===== config.mk =====
export PLATFORM = sky130hd
export DESIGN_NAME = citrus_pixel_classifier
export DESIGN_NICKNAME = d
export VERILOG_FILES = /design/src/rtl/cpc_pkg.sv /design/src/rtl/citrus_pixel_classifier.sv /design/src/rtl/cpc_front.sv /design/src/rtl/cpc_div_pipe.sv /design/src/rtl/cpc_back.sv
export SDC_FILE = /design/constraint.sdc
export NUM_CORES = 2
export LEC_CHECK = 0
export BUFFER_PORTS_ARGS = -buffer_cell sky130_fd_sc_hd__buf_2
export CORE_MARGIN = 5
export CORE_UTILIZATION = 50
export DETAILED_ROUTE_END_ITERATION = 12
export GPL_TIMING_DRIVEN = 0
export PLACE_DENSITY = 0.69
export SKIP_LAST_GASP = 1
export SYNTH_ARGS = -nofsm -noshare
export SYNTH_HDL_FRONTEND = slang
export SYNTH_SLANG_ARGS = --single-unit

===== constraint.sdc =====
create_clock -name clock -period 31.7 [get_ports clock]
set_clock_uncertainty 0.2 [all_clocks]
set_input_delay 4.755 -clock clock [delete_from_list [all_inputs] [get_ports clock]]
set_output_delay 4.755 -clock clock [all_outputs]
set_load 0.02 [all_outputs]

===== src/rtl/cpc_pkg.sv =====
`timescale 1ns / 1ps
// ---------------------------------------------------------------------------
// cpc_pkg
// Types and constants of the citrus pixel classifier.
// ---------------------------------------------------------------------------
package cpc_pkg;

   // Pixel and result payloads
   typedef struct packed {
      logic [7:0] red;
      logic [7:0] green;
      logic [7:0] blue;
   } req_type;

   typedef struct packed {
      logic       is_citrus;
      logic [8:0] hue_deg;
      logic [7:0] saturation;
   } rsp_type;

   // Control/status register file
   localparam int CSR_IDX_W  = 3;
   localparam int CSR_DATA_W = 9;

   localparam logic [CSR_IDX_W-1:0] CSR_MIN_PEAK      = 3'd0;
   localparam logic [CSR_IDX_W-1:0] CSR_MIN_SPREAD    = 3'd1;
   localparam logic [CSR_IDX_W-1:0] CSR_MIN_SAT       = 3'd2;
   localparam logic [CSR_IDX_W-1:0] CSR_HUE_LOW       = 3'd3;
   localparam logic [CSR_IDX_W-1:0] CSR_HUE_HIGH      = 3'd4;
   localparam logic [CSR_IDX_W-1:0] CSR_MIN_RED       = 3'd5;
   localparam logic [CSR_IDX_W-1:0] CSR_MIN_GREEN     = 3'd6;
   localparam logic [CSR_IDX_W-1:0] CSR_RED_OVER_BLUE = 3'd7;

   typedef struct packed {
      logic [7:0] min_peak_level;
      logic [7:0] min_spread;
      logic [7:0] min_saturation;
      logic [8:0] hue_low;
      logic [8:0] hue_high;
      logic [7:0] min_red;
      logic [7:0] min_green;
      logic [7:0] red_over_blue;
   } cfg_type;

   localparam cfg_type CFG_RESET = '{
      min_peak_level: 8'd80,
      min_spread:     8'd35,
      min_saturation: 8'd70,
      hue_low:        9'd12,
      hue_high:       9'd62,
      min_red:        8'd90,
      min_green:      8'd45,
      red_over_blue:  8'd35
   };

   // Hue arithmetic
   localparam logic [6:0] HUE_SCALE = 7'd60;
   localparam logic [8:0] HUE_GREEN = 9'd120;
   localparam logic [8:0] HUE_BLUE  = 9'd240;
   localparam logic [8:0] HUE_FULL  = 9'd360;
   localparam logic [7:0] SAT_SCALE = 8'd255;

   // Fixed ratio tests
   localparam logic [6:0] RATIO_BASE   = 7'd100;
   localparam logic [6:0] BLUE_CAP     = 7'd48;
   localparam logic [6:0] GREEN_FLOOR  = 7'd30;
   localparam logic [6:0] GREEN_CEIL   = 7'd105;
   localparam logic [7:0] GREEN_MARGIN = 8'd15;

   // Divider geometry
   localparam int NUM_W = 16;
   localparam int DEN_W = 8;
   localparam int QUO_W = 8;

   // Which channel is the maximum (red wins ties, then green)
   typedef enum logic [1:0] {
      SEC_RED,
      SEC_GREEN,
      SEC_BLUE
   } sector_type;

   // Side information that rides along with the divider stages
   typedef struct packed {
      sector_type sector;
      logic       neg;
      logic       grey;
      logic       black;
      logic       pass;
   } side_type;

endpackage


===== src/rtl/citrus_pixel_classifier.sv =====
`timescale 1ns / 1ps
// ---------------------------------------------------------------------------
// citrus_pixel_classifier
// Per-pixel RGB to hue/saturation conversion with a citrus color test.
// ---------------------------------------------------------------------------
// While no result is held, one pixel per clock is taken and the sustained
// rate is one pixel per cycle; one result per pixel is returned, in order,
// after two front stages (channel max/min, then operands and fixed tests),
// eight stages of the one-bit-per-stage dividers for hue and saturation,
// and the result register. The whole pipeline holds while a result waits
// under rsp_stall, so req_stall follows rsp_valid and rsp_stall. Registers
// take effect on the next pixel; write them only while no pixel is in flight.
module citrus_pixel_classifier
   import cpc_pkg::*;
(
   input  logic                  clock,
   input  logic                  reset,
   input  logic                  req_valid,
   output logic                  req_stall,
   input  req_type               req_data,
   output logic                  rsp_valid,
   input  logic                  rsp_stall,
   output rsp_type               rsp_data,
   input  logic                  csr_wr_en,
   input  logic [CSR_IDX_W-1:0]  csr_index,
   input  logic [CSR_DATA_W-1:0] csr_wdata
);

   cfg_type cfg_ff;

   logic             advance;
   logic             fr_valid;
   side_type         fr_side;
   logic [NUM_W-1:0] fr_hue_num, fr_sat_num;
   logic [DEN_W-1:0] fr_spread, fr_peak;
   logic [QUO_W-1:0] hue_quo, sat_quo;

   logic     dv_valid_ff [QUO_W];
   side_type dv_side_ff  [QUO_W];

   // Pipeline moves unless a finished result is held
   assign advance   = !(rsp_valid && rsp_stall);
   assign req_stall = !advance;

   // Register file writes
   always_ff @(posedge clock) begin
      if (reset) begin
         cfg_ff <= CFG_RESET;
      end else if (csr_wr_en) begin
         unique case (csr_index)
            CSR_MIN_PEAK:      cfg_ff.min_peak_level <= csr_wdata[7:0];
            CSR_MIN_SPREAD:    cfg_ff.min_spread     <= csr_wdata[7:0];
            CSR_MIN_SAT:       cfg_ff.min_saturation <= csr_wdata[7:0];
            CSR_HUE_LOW:       cfg_ff.hue_low        <= csr_wdata;
            CSR_HUE_HIGH:      cfg_ff.hue_high       <= csr_wdata;
            CSR_MIN_RED:       cfg_ff.min_red        <= csr_wdata[7:0];
            CSR_MIN_GREEN:     cfg_ff.min_green      <= csr_wdata[7:0];
            CSR_RED_OVER_BLUE: cfg_ff.red_over_blue  <= csr_wdata[7:0];
            default: ;
         endcase
      end
   end

   cpc_front u_front (
      .clock     (clock),
      .reset     (reset),
      .enable    (advance),
      .in_valid  (req_valid),
      .in_data   (req_data),
      .cfg       (cfg_ff),
      .out_valid (fr_valid),
      .out_side  (fr_side),
      .hue_num   (fr_hue_num),
      .sat_num   (fr_sat_num),
      .spread    (fr_spread),
      .peak      (fr_peak)
   );

   // Hue: 60*|diff| / spread
   cpc_div_pipe #(
      .NUM_W (NUM_W),
      .DEN_W (DEN_W),
      .QUO_W (QUO_W)
   ) u_hue_div (
      .clock   (clock),
      .enable  (advance),
      .num_in  (fr_hue_num),
      .den_in  (fr_spread),
      .quo_out (hue_quo)
   );

   // Saturation: 255*spread / max
   cpc_div_pipe #(
      .NUM_W (NUM_W),
      .DEN_W (DEN_W),
      .QUO_W (QUO_W)
   ) u_sat_div (
      .clock   (clock),
      .enable  (advance),
      .num_in  (fr_sat_num),
      .den_in  (fr_peak),
      .quo_out (sat_quo)
   );

   // Valid bits and side data alongside the divider stages
   for (genvar k = 0; k < QUO_W; k++) begin : g_side
      logic     valid_prev;
      side_type side_prev;

      if (k == 0) begin : g_first
         assign valid_prev = fr_valid;
         assign side_prev  = fr_side;
      end else begin : g_next
         assign valid_prev = dv_valid_ff[k-1];
         assign side_prev  = dv_side_ff[k-1];
      end

      always_ff @(posedge clock) begin
         if (reset) begin
            dv_valid_ff[k] <= 1'b0;
         end else if (advance) begin
            dv_valid_ff[k] <= valid_prev;
         end
      end

      always_ff @(posedge clock) begin
         if (advance) begin
            dv_side_ff[k] <= side_prev;
         end
      end
   end

   cpc_back u_back (
      .clock     (clock),
      .reset     (reset),
      .enable    (advance),
      .in_valid  (dv_valid_ff[QUO_W-1]),
      .in_side   (dv_side_ff[QUO_W-1]),
      .hue_quo   (hue_quo),
      .sat_quo   (sat_quo),
      .cfg       (cfg_ff),
      .out_valid (rsp_valid),
      .out_data  (rsp_data)
   );

endmodule


===== src/rtl/cpc_front.sv =====
`timescale 1ns / 1ps
// ---------------------------------------------------------------------------
// cpc_front
// Two register stages: channel max/min, then spread, divider operands and
// the threshold tests that do not need hue or saturation.
// ---------------------------------------------------------------------------
module cpc_front
   import cpc_pkg::*;
(
   input  logic             clock,
   input  logic             reset,
   input  logic             enable,
   input  logic             in_valid,
   input  req_type          in_data,
   input  cfg_type          cfg,
   output logic             out_valid,
   output side_type         out_side,
   output logic [NUM_W-1:0] hue_num,
   output logic [NUM_W-1:0] sat_num,
   output logic [DEN_W-1:0] spread,
   output logic [DEN_W-1:0] peak
);

   // Stage A registers
   logic       a_valid_ff;
   req_type    a_pix_ff;
   logic [7:0] a_max_ff, a_max_in;
   logic [7:0] a_min_ff, a_min_in;
   sector_type a_sector_ff, a_sector_in;

   // Stage B registers
   logic             b_valid_ff;
   side_type         b_side_ff, b_side_in;
   logic [NUM_W-1:0] b_hue_num_ff, b_hue_num_in;
   logic [NUM_W-1:0] b_sat_num_ff, b_sat_num_in;
   logic [DEN_W-1:0] b_spread_ff, b_spread_in;
   logic [DEN_W-1:0] b_peak_ff;

   logic        red_top, grn_top;
   logic [8:0]  diff;
   logic [7:0]  mag;
   logic [14:0] blue_x100, peak_x48, grn_x100, red_x30, red_x105;
   logic [8:0]  blue_plus_margin, blue_plus_15;

   // Stage A: maximum, minimum and sector
   always_comb begin
      red_top = (in_data.red >= in_data.green) && (in_data.red >= in_data.blue);
      grn_top = in_data.green >= in_data.blue;
      if (red_top) begin
         a_sector_in = SEC_RED;
         a_max_in    = in_data.red;
      end else if (grn_top) begin
         a_sector_in = SEC_GREEN;
         a_max_in    = in_data.green;
      end else begin
         a_sector_in = SEC_BLUE;
         a_max_in    = in_data.blue;
      end
      if ((in_data.red <= in_data.green) && (in_data.red <= in_data.blue)) begin
         a_min_in = in_data.red;
      end else if (in_data.green <= in_data.blue) begin
         a_min_in = in_data.green;
      end else begin
         a_min_in = in_data.blue;
      end
   end

   always_ff @(posedge clock) begin
      if (reset) begin
         a_valid_ff <= 1'b0;
      end else if (enable) begin
         a_valid_ff <= in_valid;
      end
   end

   always_ff @(posedge clock) begin
      if (enable) begin
         a_pix_ff    <= in_data;
         a_max_ff    <= a_max_in;
         a_min_ff    <= a_min_in;
         a_sector_ff <= a_sector_in;
      end
   end

   // Stage B: spread, signed hue difference, operands and fixed tests
   always_comb begin
      b_spread_in = a_max_ff - a_min_ff;
      case (a_sector_ff)
         SEC_RED:   diff = {1'b0, a_pix_ff.green} - {1'b0, a_pix_ff.blue};
         SEC_GREEN: diff = {1'b0, a_pix_ff.blue} - {1'b0, a_pix_ff.red};
         default:   diff = {1'b0, a_pix_ff.red} - {1'b0, a_pix_ff.green};
      endcase
      mag = diff[8] ? 8'(-diff) : diff[7:0];

      b_hue_num_in = NUM_W'(14'(mag) * 14'(HUE_SCALE));
      b_sat_num_in = 16'(b_spread_in) * 16'(SAT_SCALE);

      blue_x100 = 15'(a_pix_ff.blue) * 15'(RATIO_BASE);
      peak_x48  = 15'(a_max_ff) * 15'(BLUE_CAP);
      grn_x100  = 15'(a_pix_ff.green) * 15'(RATIO_BASE);
      red_x30   = 15'(a_pix_ff.red) * 15'(GREEN_FLOOR);
      red_x105  = 15'(a_pix_ff.red) * 15'(GREEN_CEIL);

      blue_plus_margin = {1'b0, a_pix_ff.blue} + {1'b0, cfg.red_over_blue};
      blue_plus_15     = {1'b0, a_pix_ff.blue} + {1'b0, GREEN_MARGIN};

      b_side_in.sector = a_sector_ff;
      b_side_in.neg    = diff[8];
      b_side_in.grey   = (b_spread_in == 8'd0);
      b_side_in.black  = (a_max_ff == 8'd0);
      b_side_in.pass   = (a_max_ff >= cfg.min_peak_level)
                      && (b_spread_in >= cfg.min_spread)
                      && (a_pix_ff.red >= cfg.min_red)
                      && (a_pix_ff.green >= cfg.min_green)
                      && ({1'b0, a_pix_ff.red} >= blue_plus_margin)
                      && ({1'b0, a_pix_ff.green} >= blue_plus_15)
                      && (blue_x100 <= peak_x48)
                      && (grn_x100 >= red_x30)
                      && (grn_x100 <= red_x105);
   end

   always_ff @(posedge clock) begin
      if (reset) begin
         b_valid_ff <= 1'b0;
      end else if (enable) begin
         b_valid_ff <= a_valid_ff;
      end
   end

   always_ff @(posedge clock) begin
      if (enable) begin
         b_side_ff    <= b_side_in;
         b_hue_num_ff <= b_hue_num_in;
         b_sat_num_ff <= b_sat_num_in;
         b_spread_ff  <= b_spread_in;
         b_peak_ff    <= a_max_ff;
      end
   end

   assign out_valid = b_valid_ff;
   assign out_side  = b_side_ff;
   assign hue_num   = b_hue_num_ff;
   assign sat_num   = b_sat_num_ff;
   assign spread    = b_spread_ff;
   assign peak      = b_peak_ff;

endmodule


===== src/rtl/cpc_div_pipe.sv =====
`timescale 1ns / 1ps
// ---------------------------------------------------------------------------
// cpc_div_pipe
// Unsigned restoring divider, one quotient bit per register stage. The
// numerator must be below den * 2**QUO_W; the remainder is dropped.
// ---------------------------------------------------------------------------
module cpc_div_pipe #(
   parameter int NUM_W = 16,
   parameter int DEN_W = 8,
   parameter int QUO_W = 8
) (
   input  logic             clock,
   input  logic             enable,
   input  logic [NUM_W-1:0] num_in,
   input  logic [DEN_W-1:0] den_in,
   output logic [QUO_W-1:0] quo_out
);

   logic [NUM_W-1:0] rem_ff [QUO_W];
   logic [DEN_W-1:0] den_ff [QUO_W];
   logic [QUO_W-1:0] quo_ff [QUO_W];

   for (genvar k = 0; k < QUO_W; k++) begin : g_step
      localparam int Bit = QUO_W - 1 - k;

      logic [NUM_W-1:0] rem_prev, trial, rem_in;
      logic [DEN_W-1:0] den_prev;
      logic [QUO_W-1:0] quo_prev, quo_in;
      logic             take;

      if (k == 0) begin : g_first
         assign rem_prev = num_in;
         assign den_prev = den_in;
         assign quo_prev = '0;
      end else begin : g_next
         assign rem_prev = rem_ff[k-1];
         assign den_prev = den_ff[k-1];
         assign quo_prev = quo_ff[k-1];
      end

      // Trial subtract of the shifted divisor
      assign trial  = NUM_W'(den_prev) << Bit;
      assign take   = rem_prev >= trial;
      assign rem_in = take ? (rem_prev - trial) : rem_prev;
      assign quo_in = quo_prev | (QUO_W'(take) << Bit);

      always_ff @(posedge clock) begin
         if (enable) begin
            rem_ff[k] <= rem_in;
            den_ff[k] <= den_prev;
            quo_ff[k] <= quo_in;
         end
      end
   end

   assign quo_out = quo_ff[QUO_W-1];

endmodule


===== src/rtl/cpc_back.sv =====
`timescale 1ns / 1ps
// ---------------------------------------------------------------------------
// cpc_back
// Builds hue from sector and quotient, applies hue and saturation tests and
// holds the result register.
// ---------------------------------------------------------------------------
module cpc_back
   import cpc_pkg::*;
(
   input  logic             clock,
   input  logic             reset,
   input  logic             enable,
   input  logic             in_valid,
   input  side_type         in_side,
   input  logic [QUO_W-1:0] hue_quo,
   input  logic [QUO_W-1:0] sat_quo,
   input  cfg_type          cfg,
   output logic             out_valid,
   output rsp_type          out_data
);

   logic    rsp_valid_ff;
   rsp_type rsp_ff, rsp_in;

   logic [8:0] hq;
   logic [8:0] hue;
   logic [7:0] sat;

   // Hue from sector offset and signed quotient
   always_comb begin
      hq = 9'(hue_quo);
      case (in_side.sector)
         SEC_RED:   hue = (in_side.neg && (hq != 9'd0)) ? (HUE_FULL - hq) : hq;
         SEC_GREEN: hue = in_side.neg ? (HUE_GREEN - hq) : (HUE_GREEN + hq);
         default:   hue = in_side.neg ? (HUE_BLUE - hq) : (HUE_BLUE + hq);
      endcase
      if (in_side.grey) begin
         hue = 9'd0;
      end
      sat = in_side.black ? 8'd0 : sat_quo;

      rsp_in.hue_deg    = hue;
      rsp_in.saturation = sat;
      rsp_in.is_citrus  = in_side.pass
                       && (sat >= cfg.min_saturation)
                       && (hue >= cfg.hue_low)
                       && (hue <= cfg.hue_high);
   end

   always_ff @(posedge clock) begin
      if (reset) begin
         rsp_valid_ff <= 1'b0;
      end else if (enable) begin
         rsp_valid_ff <= in_valid;
      end
   end

   always_ff @(posedge clock) begin
      if (enable) begin
         rsp_ff <= rsp_in;
      end
   end

   assign out_valid = rsp_valid_ff;
   assign out_data  = rsp_ff;

endmodule


======== Word level (Yosys, flattened, before mapping) ========
Memory sizes are Yosys's and may differ from the RTL's. A register that Yosys moved wholly into a read port is not among the register bits.
Cells that the tools add are included.
word-level totals
  memories ................................ 8
  output and inout port bits .............. 20
  bits in latches ......................... 0
  flip-flop bits (word level) ............. 178
  word-level logic and storage cells ...... 208
  ROM bits ................................ 0
  memory bits (writable) .................. 568
  input bits .............................. 41
cells by class
  equality and inequality tests ........... 9
  multiplexer cells ....................... 42
  magnitude comparators ................... 34
  multipliers ............................. 7
  div/mod/pow operators ................... 0
  add/sub/neg operators ................... 28
  reduce and logical (&&, ||, !) cells .... 30
  bitwise logic cells ..................... 22
  shift-type cells ........................ 0
memory list
  memory            depth  bits a word  rd ports  clocked after Yosys merged registers in  write ports  line                source
  u_hue_div.rem_ff  8      16           7         0                                        8            cpc_div_pipe.sv:19  logic [NUM_W-1:0] rem_ff [QUO_W];
  u_sat_div.rem_ff  8      16           7         0                                        8            cpc_div_pipe.sv:19
  u_hue_div.den_ff  8      8            7         0                                        8            cpc_div_pipe.sv:20  logic [DEN_W-1:0] den_ff [QUO_W];
  u_hue_div.quo_ff  8      8            8         0                                        8            cpc_div_pipe.sv:21  logic [QUO_W-1:0] quo_ff [QUO_W];
  u_sat_div.den_ff  8      8            7         0                                        8            cpc_div_pipe.sv:20
  u_sat_div.quo_ff  8      8            8         0                                        8            cpc_div_pipe.sv:21
  2 more memories   --     --           --        --                                       --           --
operator list
  cell                                                                  number
  16-bit two-way mux                                                    16
  8-bit greater-or-equal comparator                                     8
  8-bit two-way mux                                                     6
  9-bit two-way mux                                                     4
  9-bit one-hot mux with 2 select lines                                 2
  16-bit by 10-bit greater-or-equal comparator with 1-bit output        2
  16-bit by 11-bit greater-or-equal comparator with 1-bit output        2
  16-bit by 12-bit greater-or-equal comparator with 1-bit output        2
  16-bit by 13-bit greater-or-equal comparator with 1-bit output        2
  16-bit by 14-bit greater-or-equal comparator with 1-bit output        2
  16-bit by 8-bit greater-or-equal comparator with 1-bit output         2
  16-bit by 9-bit greater-or-equal comparator with 1-bit output         2
  16-bit by 10-bit subtractor with 16-bit output                        2
  16-bit by 11-bit subtractor with 16-bit output                        2
  16-bit by 12-bit subtractor with 16-bit output                        2
  16-bit by 13-bit subtractor with 16-bit output                        2
  16-bit by 14-bit subtractor with 16-bit output                        2
  16-bit by 8-bit subtractor with 16-bit output                         2
  16-bit by 9-bit subtractor with 16-bit output                         2
  8-bit by 8-bit subtractor with 9-bit output                           3
  8-bit by 5-bit multiplier with 13-bit output (second input constant)  2
  8-bit <= comparator                                                   3
  8-bit by 4-bit multiplier with 12-bit output (second input constant)  2
  8-bit by 9-bit greater-or-equal comparator with 1-bit output          2
  other kinds (42)                                                      96

======== Depth between registers and ports, before layout ========
  word-level depth ........................ 10
  mapped depth ............................ 27
  gate-level depth less buffers ........... 27

======== Cells and area by module ========
A second synthesis with hierarchy kept.
unflattened totals
  cell total of the unflattened synthesis .. 3552
  area total of the unflattened synthesis .. 40319.9 sq um
modules (own cells, without submodules)
  module                   cells each  seq. area each (sq um)  times used  area an instance (sq um)
  cpc_div_pipe             826         6125.9                  2           10306.1
  cpc_front                1354        2772.7                  1           13262.7
  citrus_pixel_classifier  314         3002.9                  1           4371.7
  cpc_back                 232         560.5                   1           2073.2

======== Least setup slack after synthesis ========
Ideal clock, no wire load.
  kind .................................... input to output
  start point ............................. in rsp_stall
  end point ............................... out req_stall
  required time ........................... 26.745 ns
  cell stages on the path ................. 2
  arrival ................................. 18.924 ns
  buffers on the path ..................... 0
  setup slack ............................. 7.821 ns
  cells stage by stage .................... nand2_1 -> inv_1
between the ends
  longest elaborated chain between the ends .. 1
RTL lines
  item               line                           source
  from (decl)        citrus_pixel_classifier.sv:22  input logic rsp_stall,
  1-bit logical AND  citrus_pixel_classifier.sv:42  assign advance = !(rsp_valid && rsp_stall);
  to (decl)          citrus_pixel_classifier.sv:19  output logic req_stall,
Every way passes these cells.

======== Worst setup path after layout ========
Ends and elaborated chain as after synthesis.

==> impl_results.md <==
- Flops & latches, synth: a little over 600
- Core Area: between 70000 and 80000 µm²
- Top cell type by total area after synthesis: edfxtp_1
- Final Hold Fails: 0
- RSZ-0062 raised after global routing: false
- Synthesis-to-layout area growth: 10.1%
- Synth cell types: 91
- Fmax: around 0.09 GHz
- Max FO, Critical Path: 67
- I/O Pins: ~60
- Hold Slack: roughly 0.21 ns
- Commonest non-fill, non-tap cell in the layout: edfxtp_1
- Initial antenna violation count: 0
- Mapped Area: between 30000 and 40000 µm²
- ANT cells: 0
- Routed vias: about 24000
- Congestion Overflow GR: 0
- Die width: 287 µm
- Nets: 4199
- # placed instances: between 4000 and 5000
- DRT Pass-1 Iters: 5
- Routed Wire Length: about 72000 µm
- Most frequent cells in the layout: edfxtp_1, ha_1, inv_1
- Antenna-violating nets left: 0
- CP required: ~27 ns
- Slew Limit Headroom: approximately a fifth
- R2r worst-path depth: 25
- Worst setup path end: req_stall
- Top cells by area, synth: edfxtp_1, ha_1, inv_1, fa_1, dfxtp_1
- Number of global-route vias before repair: 24300
- Largest net degree at the start of global routing: 80
- Non-filler cells in the finished layout: 4656
- Port bufs: a little under 50
- DP HPWL: approximately 56000 µm
- Rows: 101
- CTS Hold Bufs: 0
- Tcrit/Tclk final: between 30% and 40%
- Crit Reg-Reg Startpoint: u_front.a_max_ff[0]
- Critical Path AT: between 6 and 7 ns
- Setup TNS: 0 ns
- Slew @ Worst Pin: ~1.2 ns
- Crit path from: rsp_stall
- Final Setup Violations: 0
- Register area share after synthesis: 46.9%
- CTS tree: yes
- RR Endpoint: u_front.sat_num[14]
- Initial core utilization: 50.4%
- Status: finished, final reports clean
- Total track usage: roughly 18%
- Synth Area per Inst: 11.1 µm²
- Root Buffer: clkbuf_16
- Clock latency on the worst-skew pair: around 0.60 ns
- Vias per std cell: between 5 and 6
- Placer Congestion: a little over 0.9
- Register-to-register setup slack: between 20 and 25 ns
- PostCTS Resize Cnt: 0
- Crit Path Class: in -> out
- Top FF cell, synth: edfxtp_1
- Fin crit period: roughly 11 ns
- Share of the synthesized area in the top cell type: about 43%
- Synth Instances: 3454
- H-tree depth: 3
- Post-synth EDFFs: 553
- HP Class: reg -> reg
- Die height: 287 µm
- Worst setup EP type: primary output
- Post-place instance area: 40100 µm²
- Clk buf depth: 3
- CTS Sinks: 622
- Layout cell share with drive strength beyond 1: under 10%
- Remaining DRCs: 0
- Async SR Flop Fraction: 0%
- First-pass GRT wire length: roughly 120000 µm
- Clock transition at path regs: ~0.050 ns
- Final instance area: approximately 42000 µm²
- Slew Limit Fails: 0
- CP Launch Type: input port
- DR iter-0 viols: roughly 1100
- Setup bufs post-CTS: 0
- Max-cap viol count: 0
- CTS buffer count: just under 70
- Die Footprint: slightly above 80000 µm²
- Mapped Nets: ~4000
- Ys Warns: 0
- WL per Instance: about 16 µm
[through the flow]
step	setup slack (ns)	util (%)
6_report	20.72	55.6
3_3_place_gp	3.97	52.5
3_5_place_dp	20.69	52.7
2_1_floorplan	7.82	-
4_1_cts	20.69	55.5
5_1_grt	20.59	55.6
[layer usage]
metal  wire length, µm  global-route usage, %  vias up
met4              2550                   6.28        0
met3              2500                   2.83      148
met2             36000                   31.6      372
met5                 0                      0        -
met1             31300                   22.1    11500
li1                  -                      -    12400
[logic make-up after synthesis]
group           after synthesis  share of synthesized area, %
simple gates                794                          10.2
fa+ha+maj                   577                          20.5
flops                       622                          46.9
buf+inv                     525                          5.25
compound gates              676                          10.9
mux                          57                          1.54
xor+xnor                    203                          4.75
[worst min path at each step]
stage / slack, ns / cells past startpoint / end / startpoint
6_report: 0.21 / 0 / u_sat_div.quo_ff[1][18] / u_sat_div.quo_ff[1][10]
5_1_grt: 0.22 / 0 / u_sat_div.quo_ff[0][30] / u_sat_div.quo_ff[0][22]
4_1_cts: 0.21 / 0 / u_sat_div.quo_ff[0][30] / u_sat_div.quo_ff[0][22]
3_5_place_dp: 0.20 / 0 / dv_side_ff[0][0] / u_front.out_side[0]
3_3_place_gp: 0.20 / 0 / dv_side_ff[0][17] / dv_side_ff[0][11]
2_1_floorplan: 0.20 / 0 / dv_side_ff[0][0] / u_front.out_side[0]
[critical path, cell delays in order]
cell,delay (ns)
buf_2,0.11
nand2_4,0.67
inv_1,0.25
buf_2,0.24
[flip-flops by register name, summed over array words and instances (netlist names), 12 cells and up]
name / count
u_hue_div.quo_ff: 36
dv_side_ff: 48
u_front.hue_num: 12
u_front.sat_num: 15
cfg_ff: 66
u_sat_div.quo_ff: 36
u_front.a_pix_ff: 24
u_hue_div.den_ff: 51
u_hue_div.rem_ff: 99
u_sat_div.rem_ff: 110
u_back.out_data: 18
u_sat_div.den_ff: 56
[cell type report]
cell class / instances / area, µm²
sequential: 622 / 18000
clock buffer: 91 / 1890
inverter: 468 / 1760
buffer: 57 / 259
fill: 6450 / 33800
multi-input combinational: 2307 / 18400
timing repair buffer: 57 / 450
clock inverter: 24 / 239
tap: 1030 / 1290
[cells in the mapped netlist, types with 5 or more instances]
cell type	count
nor3_1	56
a31oi_1	7
nor2_1	205
a21oi_1	241
xnor2_1	121
and2_1	16
a211oi_1	9
o21ai_1	12
clkbuf_1	35
o211ai_1	8
nor2b_1	77
inv_1	465
nand3_1	20
nand4b_1	7
nor4_1	21
or2_2	8
ha_1	493
fa_1	84
nand2b_1	68
xor2_1	79
buf_2	10
or3_1	19
nand3b_1	8
edfxtp_1	553
a21boi_0	24
mux2_2	14
o21bai_1	20
clkbuf_2	6
and3_1	5
a211o_1	21
dfxtp_1	69
o31ai_1	23
nand4_1	31
o21a_1	23
a21o_1	85
o21ai_0	157
mux2i_1	42
nand2_1	222
Power is left out: the tool's default activity adds up to more than one toggle a clock period on the data nets, which glitch-free logic cannot reach.
